--- src/design/phdr_pkg.sv ---
// Shared types, codes and helper functions of the packet header parser.
// Used by phdr_parse, phdr_finish and packet_header_parser; no dependencies.
package phdr_pkg;

   // Channel payloads
   typedef struct packed {
      logic [7:0] data_byte;
      logic       last_byte;
   } req_payload_type;

   typedef struct packed {
      logic [1:0]  status;
      logic [3:0]  proto_class;
      logic [7:0]  ip_proto;
      logic [15:0] src_port;
      logic [15:0] dst_port;
      logic [31:0] tcp_seq;
      logic [3:0]  tcp_flags;
      logic [15:0] message_code;
      logic [31:0] src_ipv4;
      logic [31:0] dst_ipv4;
      logic [15:0] payload_offset;
      logic [15:0] payload_length;
   } rsp_payload_type;

   // Parse phases
   localparam logic [3:0] PH_LINK    = 4'd0;
   localparam logic [3:0] PH_FAIL    = 4'd1;
   localparam logic [3:0] PH_UNSUP   = 4'd2;
   localparam logic [3:0] PH_NONIP   = 4'd3;
   localparam logic [3:0] PH_ARP     = 4'd4;
   localparam logic [3:0] PH_V4      = 4'd5;
   localparam logic [3:0] PH_V4BAD   = 4'd6;
   localparam logic [3:0] PH_V6FIX   = 4'd7;
   localparam logic [3:0] PH_EXTWAIT = 4'd8;
   localparam logic [3:0] PH_EXTLEN  = 4'd9;
   localparam logic [3:0] PH_EXTBODY = 4'd10;
   localparam logic [3:0] PH_TRANS   = 4'd11;

   // Link kinds
   localparam logic [3:0] LK_ETHER   = 4'd0;
   localparam logic [3:0] LK_COOKED  = 4'd1;
   localparam logic [3:0] LK_COOKED2 = 4'd2;
   localparam logic [3:0] LK_NULL    = 4'd3;
   localparam logic [3:0] LK_LOOP    = 4'd4;
   localparam logic [3:0] LK_RAW     = 4'd5;
   localparam logic [3:0] LK_IPV4    = 4'd6;
   localparam logic [3:0] LK_IPV6    = 4'd7;
   localparam logic [3:0] LK_UNSUP   = 4'd8;

   // Network kinds
   localparam logic [1:0] NK_NONIP = 2'd0;
   localparam logic [1:0] NK_IPV4  = 2'd1;
   localparam logic [1:0] NK_IPV6  = 2'd2;
   localparam logic [1:0] NK_ARP   = 2'd3;

   // Result status and class codes
   localparam logic [1:0] ST_OK       = 2'd0;
   localparam logic [1:0] ST_TRUNC    = 2'd1;
   localparam logic [1:0] ST_UNSUP    = 2'd2;
   localparam logic [1:0] ST_OVERLONG = 2'd3;

   localparam logic [3:0] PC_NONE   = 4'd0;
   localparam logic [3:0] PC_TCP    = 4'd1;
   localparam logic [3:0] PC_UDP    = 4'd2;
   localparam logic [3:0] PC_ICMP   = 4'd3;
   localparam logic [3:0] PC_ICMPV6 = 4'd4;
   localparam logic [3:0] PC_OTHER  = 4'd5;
   localparam logic [3:0] PC_FRAG   = 4'd6;
   localparam logic [3:0] PC_ARP    = 4'd7;
   localparam logic [3:0] PC_NONIP  = 4'd8;

   // Protocol numbers and ethertypes
   localparam logic [7:0]  IPP_HOPOPT = 8'd0;
   localparam logic [7:0]  IPP_ICMP   = 8'd1;
   localparam logic [7:0]  IPP_TCP    = 8'd6;
   localparam logic [7:0]  IPP_UDP    = 8'd17;
   localparam logic [7:0]  IPP_ROUTE  = 8'd43;
   localparam logic [7:0]  IPP_AUTH   = 8'd51;
   localparam logic [7:0]  IPP_ICMPV6 = 8'd58;
   localparam logic [7:0]  IPP_DSTOPT = 8'd60;
   localparam logic [15:0] ET_VLAN    = 16'h8100;
   localparam logic [15:0] ET_QINQ    = 16'h88A8;
   localparam logic [15:0] ET_VLAN2   = 16'h9100;
   localparam logic [15:0] ET_IPV4    = 16'h0800;
   localparam logic [15:0] ET_IPV6    = 16'h86DD;
   localparam logic [15:0] ET_ARP     = 16'h0806;
   localparam logic [15:0] FRAG_MASK  = 16'h1FFF;
   localparam logic [16:0] END_MAX    = 17'h1FFFF;
   localparam logic [16:0] V6_FIXED   = 17'd40;

   // CSR map
   localparam logic [2:0] CSR_LINK_KIND = 3'd0;

   // Parser state carried between bytes
   typedef struct packed {
      logic [3:0]  phase;
      logic [15:0] network_start;
      logic [1:0]  ether_kind;
      logic [16:0] header_end;
      logic [16:0] declared_end;
      logic [7:0]  next_header;
      logic [15:0] transport_start;
      logic [31:0] src_addr;
      logic [31:0] dst_addr;
      logic [31:0] ports;
      logic [31:0] seq;
      logic [7:0]  tcp_flag_byte;
      logic [7:0]  tcp_off_byte;
      logic [15:0] udp_len;
      logic [7:0]  icmp_type;
      logic [15:0] arp_op;
      logic [15:0] frag_word;
      logic [7:0]  ext_next;
      logic [7:0]  arp_hlen;
      logic [7:0]  arp_plen;
      logic [15:0] arp_ptype;
   } parse_state_type;

   function automatic logic [1:0] kind_of(input logic [15:0] e);
      logic [1:0] k;
      k = NK_NONIP;
      if (e == ET_IPV4) k = NK_IPV4;
      else if (e == ET_IPV6) k = NK_IPV6;
      else if (e == ET_ARP) k = NK_ARP;
      return k;
   endfunction

   function automatic logic [1:0] family_kind(input logic [31:0] af);
      logic [1:0] k;
      k = NK_NONIP;
      if (af == 32'd2) k = NK_IPV4;
      else if (af == 32'd10 || af == 32'd23 || af == 32'd24 || af == 32'd28 || af == 32'd30)
         k = NK_IPV6;
      return k;
   endfunction

   function automatic logic is_ext(input logic [7:0] n);
      return n == IPP_HOPOPT || n == IPP_ROUTE || n == IPP_DSTOPT || n == IPP_AUTH;
   endfunction

   function automatic logic [3:0] phase_of_kind(input logic [1:0] k);
      logic [3:0] p;
      case (k)
         NK_IPV4: p = PH_V4;
         NK_IPV6: p = PH_V6FIX;
         NK_ARP:  p = PH_ARP;
         default: p = PH_NONIP;
      endcase
      return p;
   endfunction

   // Open the next header at byte h: either another extension or transport
   function automatic parse_state_type begin_hdr(input parse_state_type s,
                                                 input logic [16:0] h);
      parse_state_type r;
      r = s;
      r.header_end = h;
      r.transport_start = h[16] ? 16'hFFFF : h[15:0];
      if (is_ext(s.next_header) && ({1'b0, h} + 18'd2) <= {1'b0, s.declared_end})
         r.phase = PH_EXTWAIT;
      else
         r.phase = PH_TRANS;
      return r;
   endfunction

endpackage

--- src/design/phdr_parse.sv ---
// Byte-by-byte parser state: link header, network header and transport capture.
// Depends on phdr_pkg.
module phdr_parse #(
   parameter int MAX_FRAME_BYTES = 65535
) (
   input  logic                     clock,
   input  logic                     reset,
   input  logic                     step,
   input  logic [7:0]               data_byte,
   input  logic                     last_byte,
   input  logic [3:0]               link_kind,
   output phdr_pkg::parse_state_type state_next,
   output logic [16:0]              frame_len
);
   import phdr_pkg::*;

   localparam logic [16:0] MAX_LEN = 17'(MAX_FRAME_BYTES);

   parse_state_type st_ff, st_in;
   logic [15:0]     byte_count_ff, byte_count_in;
   logic [31:0]     shift_ff, shift_in;

   logic [15:0] pos, rel, trel, sw16;
   logic [31:0] sw, le;
   logic [17:0] e18;
   logic [16:0] h17;
   logic [1:0]  fk;
   logic        do_net, do_trans;

   // Next parser state for the byte in flight
   always_comb begin
      st_in = st_ff;
      pos = byte_count_ff;
      sw = {shift_ff[23:0], data_byte};
      sw16 = sw[15:0];
      le = {sw[7:0], sw[15:8], sw[23:16], sw[31:24]};
      do_net = 1'b0;
      do_trans = 1'b0;
      rel = '0;
      trel = '0;
      e18 = '0;
      h17 = '0;
      fk = NK_NONIP;
      if ({1'b0, pos} < MAX_LEN) begin
         if (pos == 16'd0) begin
            // Start of frame: clear per-frame state
            st_in = '0;
            st_in.phase = (link_kind >= LK_UNSUP) ? PH_UNSUP : PH_LINK;
            st_in.header_end = 17'd13;
            st_in.declared_end = END_MAX;
            case (link_kind)
               LK_RAW: begin
                  if (data_byte[7:4] == 4'd4) begin
                     st_in.ether_kind = NK_IPV4;
                     st_in.phase = PH_V4;
                     do_net = 1'b1;
                  end else if (data_byte[7:4] == 4'd6) begin
                     st_in.ether_kind = NK_IPV6;
                     st_in.phase = PH_V6FIX;
                     do_net = 1'b1;
                  end else begin
                     st_in.phase = PH_FAIL;
                  end
               end
               LK_IPV4: begin
                  st_in.ether_kind = NK_IPV4;
                  st_in.phase = PH_V4;
                  do_net = 1'b1;
               end
               LK_IPV6: begin
                  st_in.ether_kind = NK_IPV6;
                  st_in.phase = PH_V6FIX;
                  do_net = 1'b1;
               end
               default: ;
            endcase
         end else if (st_ff.phase == PH_LINK) begin
            case (link_kind)
               LK_ETHER: begin
                  if ({1'b0, pos} == st_ff.header_end) begin
                     if (sw16 == ET_VLAN || sw16 == ET_QINQ || sw16 == ET_VLAN2) begin
                        st_in.header_end = st_ff.header_end + 17'd4;
                     end else begin
                        h17 = st_ff.header_end + 17'd1;
                        st_in.network_start = h17[15:0];
                        st_in.ether_kind = kind_of(sw16);
                        st_in.phase = phase_of_kind(kind_of(sw16));
                     end
                  end
               end
               LK_COOKED: begin
                  if (pos == 16'd15) begin
                     st_in.network_start = 16'd16;
                     st_in.ether_kind = kind_of(sw16);
                     st_in.phase = phase_of_kind(kind_of(sw16));
                  end
               end
               LK_COOKED2: begin
                  if (pos == 16'd1) st_in.ether_kind = kind_of(sw16);
                  if (pos == 16'd19) begin
                     st_in.network_start = 16'd20;
                     st_in.phase = phase_of_kind(st_in.ether_kind);
                  end
               end
               LK_NULL, LK_LOOP: begin
                  if (pos == 16'd3) begin
                     fk = (link_kind == LK_NULL) ? family_kind(le) : NK_NONIP;
                     if (fk == NK_NONIP) fk = family_kind(sw);
                     if (fk != NK_NONIP) begin
                        st_in.network_start = 16'd4;
                        st_in.ether_kind = fk;
                        st_in.phase = phase_of_kind(fk);
                     end
                  end else if (pos == 16'd4) begin
                     // Fall back on the version nibble
                     if (data_byte[7:4] == 4'd4) begin
                        st_in.network_start = 16'd4;
                        st_in.ether_kind = NK_IPV4;
                        st_in.phase = PH_V4;
                        do_net = 1'b1;
                     end else if (data_byte[7:4] == 4'd6) begin
                        st_in.network_start = 16'd4;
                        st_in.ether_kind = NK_IPV6;
                        st_in.phase = PH_V6FIX;
                        do_net = 1'b1;
                     end else begin
                        st_in.phase = PH_FAIL;
                     end
                  end
               end
               default: ;
            endcase
         end else if (st_ff.phase >= PH_ARP) begin
            do_net = 1'b1;
         end
      end

      // Network layer walk
      if (do_net && pos >= st_in.network_start) begin
         rel = pos - st_in.network_start;
         case (st_in.phase)
            PH_V4: begin
               if (rel == 16'd0) begin
                  if (data_byte[7:4] != 4'd4 || data_byte[3:0] < 4'd5) begin
                     st_in.phase = PH_V4BAD;
                  end else begin
                     h17 = {1'b0, st_in.network_start} + {11'd0, data_byte[3:0], 2'b00};
                     st_in = begin_hdr(st_in, h17);
                     st_in.phase = PH_V4;
                  end
               end else if (rel == 16'd3) begin
                  st_in.declared_end = {1'b0, st_in.network_start} + {1'b0, sw16};
               end else if (rel == 16'd7) begin
                  st_in.frag_word = sw16;
               end else if (rel == 16'd9) begin
                  st_in.next_header = data_byte;
               end else if (rel == 16'd15) begin
                  st_in.src_addr = sw;
               end else if (rel == 16'd19) begin
                  st_in.dst_addr = sw;
               end
               if (rel >= 16'd20) do_trans = 1'b1;
            end
            PH_V6FIX: begin
               if (rel == 16'd5) begin
                  e18 = {2'b0, st_in.network_start} + 18'd40 + {2'b0, sw16};
                  st_in.declared_end = e18[17] ? END_MAX : e18[16:0];
               end else if (rel == 16'd6) begin
                  st_in.next_header = data_byte;
               end else if (rel == 16'd39) begin
                  st_in = begin_hdr(st_in, {1'b0, st_in.network_start} + V6_FIXED);
               end
            end
            PH_EXTWAIT: begin
               st_in.ext_next = data_byte;
               st_in.phase = PH_EXTLEN;
            end
            PH_EXTLEN: begin
               if (st_in.next_header == IPP_AUTH)
                  e18 = {1'b0, st_in.header_end} + {6'd0, ({2'b0, data_byte} + 10'd2), 2'b00};
               else
                  e18 = {1'b0, st_in.header_end} + {6'd0, ({1'b0, data_byte} + 9'd1), 3'b000};
               if (e18 > {1'b0, st_in.declared_end}) begin
                  st_in.phase = PH_TRANS;
               end else begin
                  st_in.header_end = e18[16:0];
                  st_in.phase = PH_EXTBODY;
               end
            end
            PH_EXTBODY: begin
               if (({1'b0, pos} + 17'd1) == st_in.header_end) begin
                  st_in.next_header = st_in.ext_next;
                  st_in = begin_hdr(st_in, st_in.header_end);
               end
            end
            PH_TRANS: do_trans = 1'b1;
            PH_ARP: begin
               if (rel == 16'd3) st_in.arp_ptype = sw16;
               else if (rel == 16'd4) st_in.arp_hlen = data_byte;
               else if (rel == 16'd5) st_in.arp_plen = data_byte;
               else if (rel == 16'd7) st_in.arp_op = sw16;
               if (rel >= 16'd8) begin
                  if ({1'b0, rel} == 17'd11 + {9'd0, st_in.arp_hlen})
                     st_in.src_addr = sw;
                  if ({1'b0, rel} == 17'd15 + {8'd0, st_in.arp_hlen, 1'b0})
                     st_in.dst_addr = sw;
               end
            end
            default: ;
         endcase
      end

      // Transport header capture
      if (do_trans && pos >= st_in.transport_start) begin
         trel = pos - st_in.transport_start;
         if (trel == 16'd0) st_in.icmp_type = data_byte;
         else if (trel == 16'd3) st_in.ports = sw;
         else if (trel == 16'd5) st_in.udp_len = sw16;
         else if (trel == 16'd7) st_in.seq = sw;
         else if (trel == 16'd12) st_in.tcp_off_byte = data_byte;
         else if (trel == 16'd13) st_in.tcp_flag_byte = data_byte;
      end

      // Byte counter saturates; last byte rearms the frame
      byte_count_in = (byte_count_ff != 16'hFFFF) ? byte_count_ff + 16'd1 : byte_count_ff;
      shift_in = sw;
      if (last_byte) begin
         byte_count_in = '0;
         shift_in = '0;
      end
   end

   assign state_next = st_in;
   assign frame_len = {1'b0, pos} + 17'd1;

   // Advance state on each transfer into this stage
   always_ff @(posedge clock) begin
      if (reset) begin
         st_ff <= '0;
         st_ff.phase <= PH_LINK;
         st_ff.declared_end <= END_MAX;
         byte_count_ff <= '0;
         shift_ff <= '0;
      end else if (step) begin
         st_ff <= st_in;
         byte_count_ff <= byte_count_in;
         shift_ff <= shift_in;
      end
   end

endmodule

--- src/design/phdr_finish.sv ---
// Result assembly from the final parser state of a frame.
// Depends on phdr_pkg.
module phdr_finish #(
   parameter int MAX_FRAME_BYTES = 65535
) (
   input  phdr_pkg::parse_state_type st,
   input  logic [16:0]              frame_len,
   output phdr_pkg::rsp_payload_type result
);
   import phdr_pkg::*;

   localparam logic [16:0] MAX_LEN = 17'(MAX_FRAME_BYTES);

   logic [17:0] len, n, t, pe, de, ue, po, hl, hdr;
   logic [7:0]  f;

   always_comb begin
      result = '0;
      len = {1'b0, frame_len};
      n = {2'b0, st.network_start};
      t = {2'b0, st.transport_start};
      pe = (frame_len < st.declared_end) ? len : {1'b0, st.declared_end};
      hdr = {1'b0, st.header_end};
      f = st.tcp_flag_byte;
      hl = {12'd0, st.tcp_off_byte[7:4], 2'b00};
      de = '0;
      ue = '0;
      po = '0;
      if (frame_len > MAX_LEN) begin
         result.status = ST_OVERLONG;
      end else begin
         case (st.phase)
            PH_UNSUP: result.status = ST_UNSUP;
            PH_LINK, PH_FAIL: result.status = ST_TRUNC;
            PH_NONIP: result.proto_class = PC_NONIP;
            PH_ARP: begin
               result.proto_class = PC_ARP;
               if (len >= n + 18'd8) begin
                  result.message_code = st.arp_op;
                  if (st.arp_ptype == ET_IPV4 && st.arp_plen == 8'd4 &&
                      len >= n + 18'd16 + {9'd0, st.arp_hlen, 1'b0}) begin
                     result.src_ipv4 = st.src_addr;
                     result.dst_ipv4 = st.dst_addr;
                  end
               end
            end
            PH_V4, PH_EXTWAIT, PH_EXTLEN, PH_EXTBODY, PH_TRANS: begin
               if (st.phase == PH_V4 &&
                   (len < n + 18'd20 || len < hdr || st.declared_end < st.header_end)) begin
                  result.proto_class = PC_NONE;
               end else if (st.phase == PH_V4 && (st.frag_word & FRAG_MASK) != 16'd0) begin
                  result.src_ipv4 = st.src_addr;
                  result.dst_ipv4 = st.dst_addr;
                  result.proto_class = PC_FRAG;
                  result.ip_proto = st.next_header;
               end else begin
                  if (st.phase == PH_V4) begin
                     result.src_ipv4 = st.src_addr;
                     result.dst_ipv4 = st.dst_addr;
                  end
                  // Transport layer
                  result.ip_proto = st.next_header;
                  case (st.next_header)
                     IPP_TCP: begin
                        result.proto_class = PC_TCP;
                        if (pe >= t + 18'd20) begin
                           result.src_port = st.ports[31:16];
                           result.dst_port = st.ports[15:0];
                           result.tcp_seq = st.seq;
                           result.tcp_flags = {f[4], f[2:0]};
                           po = t + hl;
                           if (hl >= 18'd20 && pe >= po && po < pe) begin
                              result.payload_offset = po[15:0];
                              result.payload_length = 16'(pe - po);
                           end
                        end
                     end
                     IPP_UDP: begin
                        result.proto_class = PC_UDP;
                        if (pe >= t + 18'd8) begin
                           result.src_port = st.ports[31:16];
                           result.dst_port = st.ports[15:0];
                           de = (st.udp_len >= 16'd8) ? t + {2'b0, st.udp_len} : pe;
                           ue = (pe < de) ? pe : de;
                           po = t + 18'd8;
                           if (po < ue) begin
                              result.payload_offset = po[15:0];
                              result.payload_length = 16'(ue - po);
                           end
                        end
                     end
                     IPP_ICMP, IPP_ICMPV6: begin
                        result.proto_class = (st.next_header == IPP_ICMP) ? PC_ICMP : PC_ICMPV6;
                        if (pe >= t + 18'd2) result.message_code = {8'd0, st.icmp_type};
                     end
                     default: result.proto_class = PC_OTHER;
                  endcase
               end
            end
            default: ;
         endcase
      end
   end

endmodule

--- src/design/packet_header_parser.sv ---
// Top level of the packet header parser: channels, CSR and result register.
// Depends on phdr_pkg, phdr_parse and phdr_finish.
//
// Usage: frame bytes enter on the req_ channel, one per transfer, with
// last_byte set on the final byte of each frame. Each frame gives exactly
// one result transfer on the rsp_ channel; other bytes give none.
// link_kind (CSR at byte address 0) selects the link header format; the user
// must write it only while no frame is in progress; the block does not enforce this.
// Timing: a transferred byte sits in the input register and is parsed from
// there; the result of a frame's last byte is captured into the result
// register when the pipe advances, and is then presented on rsp_valid.
// Throughput: one byte per cycle while rsp_ready does not stall the pipe, set
// by the combinational parse stage between the input and result registers.
// Stall: while a result is held and rsp_ready is low, the whole pipe holds
// and req_ready is low; it rises again in the cycle the result transfers.
// Reset: synchronous; link_kind returns to ethernet, both registers empty,
// byte count and parser state cleared.
module packet_header_parser #(
   parameter int MAX_FRAME_BYTES = 65535
) (
   input  logic                      clock,
   input  logic                      reset,
   input  logic                      req_valid,
   output logic                      req_ready,
   input  phdr_pkg::req_payload_type req_payload,
   output logic                      rsp_valid,
   input  logic                      rsp_ready,
   output phdr_pkg::rsp_payload_type rsp_payload,
   input  logic                      csr_psel,
   input  logic                      csr_penable,
   input  logic                      csr_pwrite,
   input  logic [2:0]                csr_paddr,
   input  logic [31:0]               csr_pwdata,
   output logic [31:0]               csr_prdata,
   output logic                      csr_pready
);
   import phdr_pkg::*;

   logic            advance;
   logic            in_valid_ff;
   req_payload_type in_ff;
   logic [3:0]      link_kind_ff;
   logic            rsp_valid_ff;
   rsp_payload_type rsp_ff;
   parse_state_type state_next;
   logic [16:0]     frame_len;
   rsp_payload_type result;

   // Pipe moves whenever the result register is free or draining
   assign advance = !rsp_valid_ff || rsp_ready;
   assign req_ready = advance;
   assign rsp_valid = rsp_valid_ff;
   assign rsp_payload = rsp_ff;
   assign csr_pready = 1'b1;
   assign csr_prdata = (csr_paddr == CSR_LINK_KIND) ? {28'd0, link_kind_ff} : 32'd0;

   // CSR write
   always_ff @(posedge clock) begin
      if (reset) begin
         link_kind_ff <= LK_ETHER;
      end else if (csr_psel && csr_penable && csr_pwrite && csr_paddr == CSR_LINK_KIND) begin
         link_kind_ff <= csr_pwdata[3:0];
      end
   end

   // Input register
   always_ff @(posedge clock) begin
      if (reset) begin
         in_valid_ff <= 1'b0;
      end else if (advance) begin
         in_valid_ff <= req_valid;
      end
   end

   always_ff @(posedge clock) begin
      if (advance) begin
         in_ff <= req_payload;
      end
   end

   phdr_parse #(
      .MAX_FRAME_BYTES(MAX_FRAME_BYTES)
   ) u_parse (
      .clock(clock),
      .reset(reset),
      .step(advance && in_valid_ff),
      .data_byte(in_ff.data_byte),
      .last_byte(in_ff.last_byte),
      .link_kind(link_kind_ff),
      .state_next(state_next),
      .frame_len(frame_len)
   );

   phdr_finish #(
      .MAX_FRAME_BYTES(MAX_FRAME_BYTES)
   ) u_finish (
      .st(state_next),
      .frame_len(frame_len),
      .result(result)
   );

   // Result register
   always_ff @(posedge clock) begin
      if (reset) begin
         rsp_valid_ff <= 1'b0;
      end else if (advance) begin
         rsp_valid_ff <= in_valid_ff && in_ff.last_byte;
      end
   end

   always_ff @(posedge clock) begin
      if (advance && in_valid_ff && in_ff.last_byte) begin
         rsp_ff <= result;
      end
   end

   a_last_gives_result: assert property (@(posedge clock) disable iff (reset)
      advance && in_valid_ff && in_ff.last_byte |=> rsp_valid_ff)
      else $error("last byte did not produce a result");

   a_no_spurious_result: assert property (@(posedge clock) disable iff (reset)
      advance && !(in_valid_ff && in_ff.last_byte) |=> !rsp_valid_ff)
      else $error("result without a last byte");

   a_overlong_clean: assert property (@(posedge clock) disable iff (reset)
      rsp_valid_ff && rsp_ff.status == ST_OVERLONG |-> rsp_ff.proto_class == PC_NONE)
      else $error("overlong frame carries a class");

   a_link_fail_clean: assert property (@(posedge clock) disable iff (reset)
      rsp_valid_ff && (rsp_ff.status == ST_TRUNC || rsp_ff.status == ST_UNSUP)
      |-> rsp_ff.ip_proto == 8'd0 && rsp_ff.proto_class == PC_NONE)
      else $error("link failure carries fields");

endmodule
--- config.mk ---
export PLATFORM = sky130hd
export DESIGN_NAME = packet_header_parser
export DESIGN_NICKNAME = d
export VERILOG_FILES = /design/src/design/phdr_pkg.sv /design/src/design/phdr_parse.sv /design/src/design/phdr_finish.sv /design/src/design/packet_header_parser.sv
export SDC_FILE = /design/constraint.sdc
export NUM_CORES = 2
export LEC_CHECK = 0
export BUFFER_PORTS_ARGS = -buffer_cell sky130_fd_sc_hd__buf_4
export CAP_MARGIN = 10
export CORE_MARGIN = 8
export CORE_UTILIZATION = 50
export CTS_CLUSTER_SIZE = 12
export DETAILED_ROUTE_END_ITERATION = 10
export PLACE_DENSITY = 0.71
export SYNTH_ARGS = -nofsm -noshare
export SYNTH_HDL_FRONTEND = slang
export SYNTH_HIERARCHICAL = 1
export SYNTH_SLANG_ARGS = --single-unit
--- constraint.sdc ---
create_clock -name clock -period 15.73 [get_ports clock]
set_clock_uncertainty 0.05 [all_clocks]
set_input_delay 0.7865 -clock clock [delete_from_list [all_inputs] [get_ports clock]]
set_output_delay 0.7865 -clock clock [all_outputs]
set_load 0.05 [all_outputs]
### Word level (Yosys, flattened, before mapping)

Cells that the tools add are included.

| storage, ports and cells | value |
|---|---|
| flip-flop bits (word level) | 569 |
| output and inout bits | 229 |
| word-level logic and storage cells | 434 |

| operators by class | value |
|---|---|
| add/sub/neg operators | 30 |
| order comparisons | 27 |
| equal/unequal tests | 92 |
| muxes and demuxes | 183 |
| bitwise gates (word level) | 3 |
| reduce and logical (&&, ||, !) cells | 59 |

Operator list:

| operator | count |
|---|---|
| 320-bit 2-to-1 mux | 4 |
| 64-bit 2-to-1 mux | 9 |
| 32-bit 2-to-1 mux | 13 |
| 16-bit 2-to-1 mux | 20 |
| 104-bit one-hot mux with 3 select lines | 1 |
| 298-bit 2-to-1 mux | 1 |
| 281-bit 2-to-1 mux | 1 |
| 264-bit 2-to-1 mux | 1 |
| 32-bit by 5-bit equality test with 1-bit output, second input constant | 8 |
| 256-bit 2-to-1 mux | 1 |
| 64-bit one-hot mux with 4 select lines | 1 |
| 39-bit 2-to-1 mux | 5 |
| 80-bit one-hot mux with 2 select lines | 1 |
| 17-bit 2-to-1 mux | 8 |
| 22-bit 2-to-1 mux | 6 |
| 32-bit one-hot mux with 2 select lines | 2 |
| 32-bit one-hot mux with 4 select lines | 1 |
| 41-bit one-hot mux with 3 select lines | 1 |
| 120-bit 2-to-1 mux | 1 |
| 16-bit by 3-bit equality test with 1-bit output, second input constant | 7 |
| 112-bit 2-to-1 mux | 1 |
| 104-bit 2-to-1 mux | 1 |
| 8-bit 2-to-1 mux | 13 |
| 96-bit 2-to-1 mux | 1 |
| other kinds (99) | 286 |

### Depth between registers and ports, before layout

| depth | value |
|---|---|
| depth after elaboration | 61 |
| gate-level depth with buffers | 81 |

### By module

Netlist, hierarchy kept.

Modules (own cells, without submodules):

| module | instances | cells an instance | area each (um2) | seq. area each (um2) |
|---|---|---|---|---|
| phdr_parse | 1 | 4,148 | 30,302.8 | 7,206.9 |
| phdr_finish | 1 | 1,472 | 10,644.0 | 0.0 |
| packet_header_parser | 1 | 267 | 6,636.4 | 6,216.0 |

### Worst setup path before layout

OpenSTA, ideal clock, no wires.

| path | value |
|---|---|
| path kind | register -> register |
| from | register in_ff[1] (netlist name) |
| to | register rsp_ff (netlist bit rsp_payload[14]) (data pin) |
| library setup time | 176 ps |
| data arrival time | 15,897 ps |
| required time | 15,504 ps |
| path slack | -393 ps |
| stages on the path, launching flop included | 79 |
| path buffers | 7 |
| clock period less this slack | 16,123 ps |
| path through | edfxtp_1 > clkbuf_1 > inv_1 > ha_1 > or4bb_1 > o211ai_1 > nor4b_1 > a211oi_1 > o211a_2 > o21a_1 > clkbuf_1 > nand2_1 > o21a_1 > inv_1 > ha_1 > inv_1 > fa_1 > a211oi_1 > (+43 left out) > a21o_1 > a21oi_1 > o221ai_2 > a21oi_2 > buf_6 > buf_6 > mux2i_2 > ha_1 > a21o_1 > a21o_1 > a21o_1 > a21o_1 > a21o_1 > a21o_1 > a2111o_1 > clkinv_1 > nand3_1 > o32ai_1 |

RTL lines:

| what | line | source |
|---|---|---|
| from (decl) | packet_header_parser.sv:41 | `req_payload_type in_ff;` |
| from (signal assigned) | packet_header_parser.sv:77 | `in_ff <= req_payload;` |
| to (signal assigned) | packet_header_parser.sv:113 | `rsp_ff <= result;` |
| to (decl) | packet_header_parser.sv:44 | `rsp_payload_type rsp_ff;` |

==> impl_metrics.tcl <==
set metrics [dict create \
    status "finished with violations" \
    route.detailed.drc 0 \
    max_freq_mhz 64.47 \
    power_mw 3.806 \
    crit_arrival_ns 15.90 \
    violations "capacitance limit" \
    num_rows 112 \
    critPathMaxStageDelay_ns 0.48 \
    power_density_nw_per_um2 67.15 \
    core_area_sq_um 93330 \
    layout_common_cells "918 x buf_4, 624 x nand2_1, 494 x nor2_1, 406 x ha_1, 355 x dfxtp_1" \
    rr_worst_depth 76 \
    via_count 49029 \
    rsz0062_at_grt "true" \
    crit_top_cell "a21o_1" \
    clock_sinks 558 \
    cp-end-kind "flop" \
    p_comb_frac 0.179 \
    area_growth_pct 20.32 \
    crit_type "flop to flop" \
    yosysWarnings 6 \
    p_int_mw 2.652 \
    finish.utilization 0.6073 \
    reg2reg_to "rsp_payload[15]" \
    final_nets 6905 \
    insertion_delay_ns 0.66 \
    cts_made_buffers 67 \
    cp_max_fo 14 \
    die_w_um 322.9 \
    hpwl_um 152000 \
    hold_path.class "input port to flop" \
    placed_area_sq_um 53890 \
    grt_remaining_overflow 0 \
    antenna_found_initial 7 \
    cts_root_buf "clkbuf_16" \
    viasPerCell 6.342 \
    num-fill-cells 8487 \
    stdcell_area_sq_um 56680 \
    io_pins 280 \
    totalWireLength_um 199100 \
    syn_area_sq_um 47110 \
    crit_end "rsp_payload[15]" \
    finalCritPeriodShare 0.9861 \
    seq_power_share 0.406 \
    hold_ws_ns 0.2705 \
    cts.path.max_buffers 3 \
    crit_path_start_kind "flop" \
    drt_iter0_markers 6108 \
    p_leak_nw 24.21 \
    setup_viol 0 \
    track_usage 0.3635 \
    place_congestion 1.091 \
    drtAntennaViolNets 0 \
    cts_tree "built" \
    startpoint "in_ff[1]" \
    port_buffers 222 \
    grt_pass1_wl_um 289200 \
    peakVddDrop_v 0.00007601 \
    drive_above_1_share 0.1907 \
    maxCapViolations 1 \
    cp.required_ns 16.12 \
    clk_pin_slew_ns 0.07 \
    drt-wirelength-per-cell_um 25.75 \
    syn_area_per_cell_sq_um 8.093 \
    die_h_um 322.9 \
    worst_slew_pin_slew_ns 1.466 \
    die-area_sq_um 104300 \
    syn_inst 5821 \
    path_depth 76 \
    worst-path-buf-inv 16 \
    slew_headroom 0.01256 \
    first_global_vias 45183 \
    grt_max_degree 123 \
    critPathTopFamily "compound AO/OA/AOI/OAI gates" \
    period_needed_ns 15.51 \
    crit_slowest_cell "or4bb_1" \
    finalHoldViolCount 0 \
    r2r-start "in_ff[1]" \
    netSwitchingFraction 0.3032 \
    start_util 0.5047 \
    ctsHoldBuffers 0 \
    htreeDepth 3 \
    slew_violations 0 \
    p_sw_mw 1.154 \
    r2r_slack_ns 0.22 \
    mostFrequentLayoutCell "buf_4" \
    drtPass1Iterations 6 \
    p_clk_frac 0.415 \
]
==> state kept, by name, summed over array words and instances (netlist names) <==
| register | count |
|---|---|
| u_parse/st_ff | 309 |
| rsp_payload | 194 |
| u_parse/shift_ff | 24 |
| u_parse/byte_count_ff | 16 |
| in_ff | 9 |
| link_kind_ff | 4 |
| in_valid_ff | 1 |
| rsp_valid | 1 |
==> per-stage QoR <==
step | instances | TNS [ns] | setup slack (ns)
after global routing | 7725 | -2.987 | -0.1827
after global placement | 7578 | -0.2237 | -0.1983
after floorplan | 5848 | 0 | 0.01613
after detailed placement | 7578 | -7.956 | -0.4737
after CTS | 7702 | 0 | 0.02469
final | 7731 | 0 | 0.2189
==> layout make-up <==
type | count | area [sq um] | share of cell area
tap | 1254 | 1569 | 0.02768
timing repair buffer | 927 | 7007 | 0.1236
sequential | 558 | 13200 | 0.2329
clock buffer | 92 | 1842 | 0.03249
antenna | 6 | 15.01 | 0.0002649
inverter | 257 | 967.2 | 0.01706
clock inverter | 29 | 339.1 | 0.005982
multi-input combinational | 4608 | 31740 | 0.5600
==> worst min-delay path by stage <==
stage                             from                 end  slack, ns  cells past startpoint
finish                  req_payload[4]            in_ff[4]       0.27                      1
CTS                     req_payload[6]            in_ff[6]       0.24                      1
global placement    u_parse/st_ff[279]  u_parse/st_ff[279]       0.40                      1
detailed placement  u_parse/st_ff[279]  u_parse/st_ff[279]       0.41                      1
floorplan           u_parse/st_ff[279]  u_parse/st_ff[279]       0.39                      1
global route            req_payload[5]            in_ff[5]       0.26                      1
==> power groups by stage <==
stage | clock, mW | sequential (mW) | combinational, mW
floorplan | 0 | 1.64 | 0.325
CTS | 1.60 | 1.54 | 0.643
global placement | 0 | 1.57 | 0.629
global route | 1.65 | 1.55 | 0.713
finish | 1.58 | 1.54 | 0.682
detailed placement | 0 | 1.57 | 0.635
==> routing by layer <==
metal | global-route usage | share of wire
met5 | 0 | 0.00021
met2 | 0.5568 | 0.43
met1 | 0.4746 | 0.40
met4 | 0.2163 | 0.069
met3 | 0.06973 | 0.10
==> timing repair <==
item,CTS,global route
setup buffers,3,22
endpoints found under the setup margin,32,32
hold endpoints to repair,0,0
pin swaps,4,50
gates resized for setup,17,87
No activity file was read; power rests on OpenSTA's default activity.
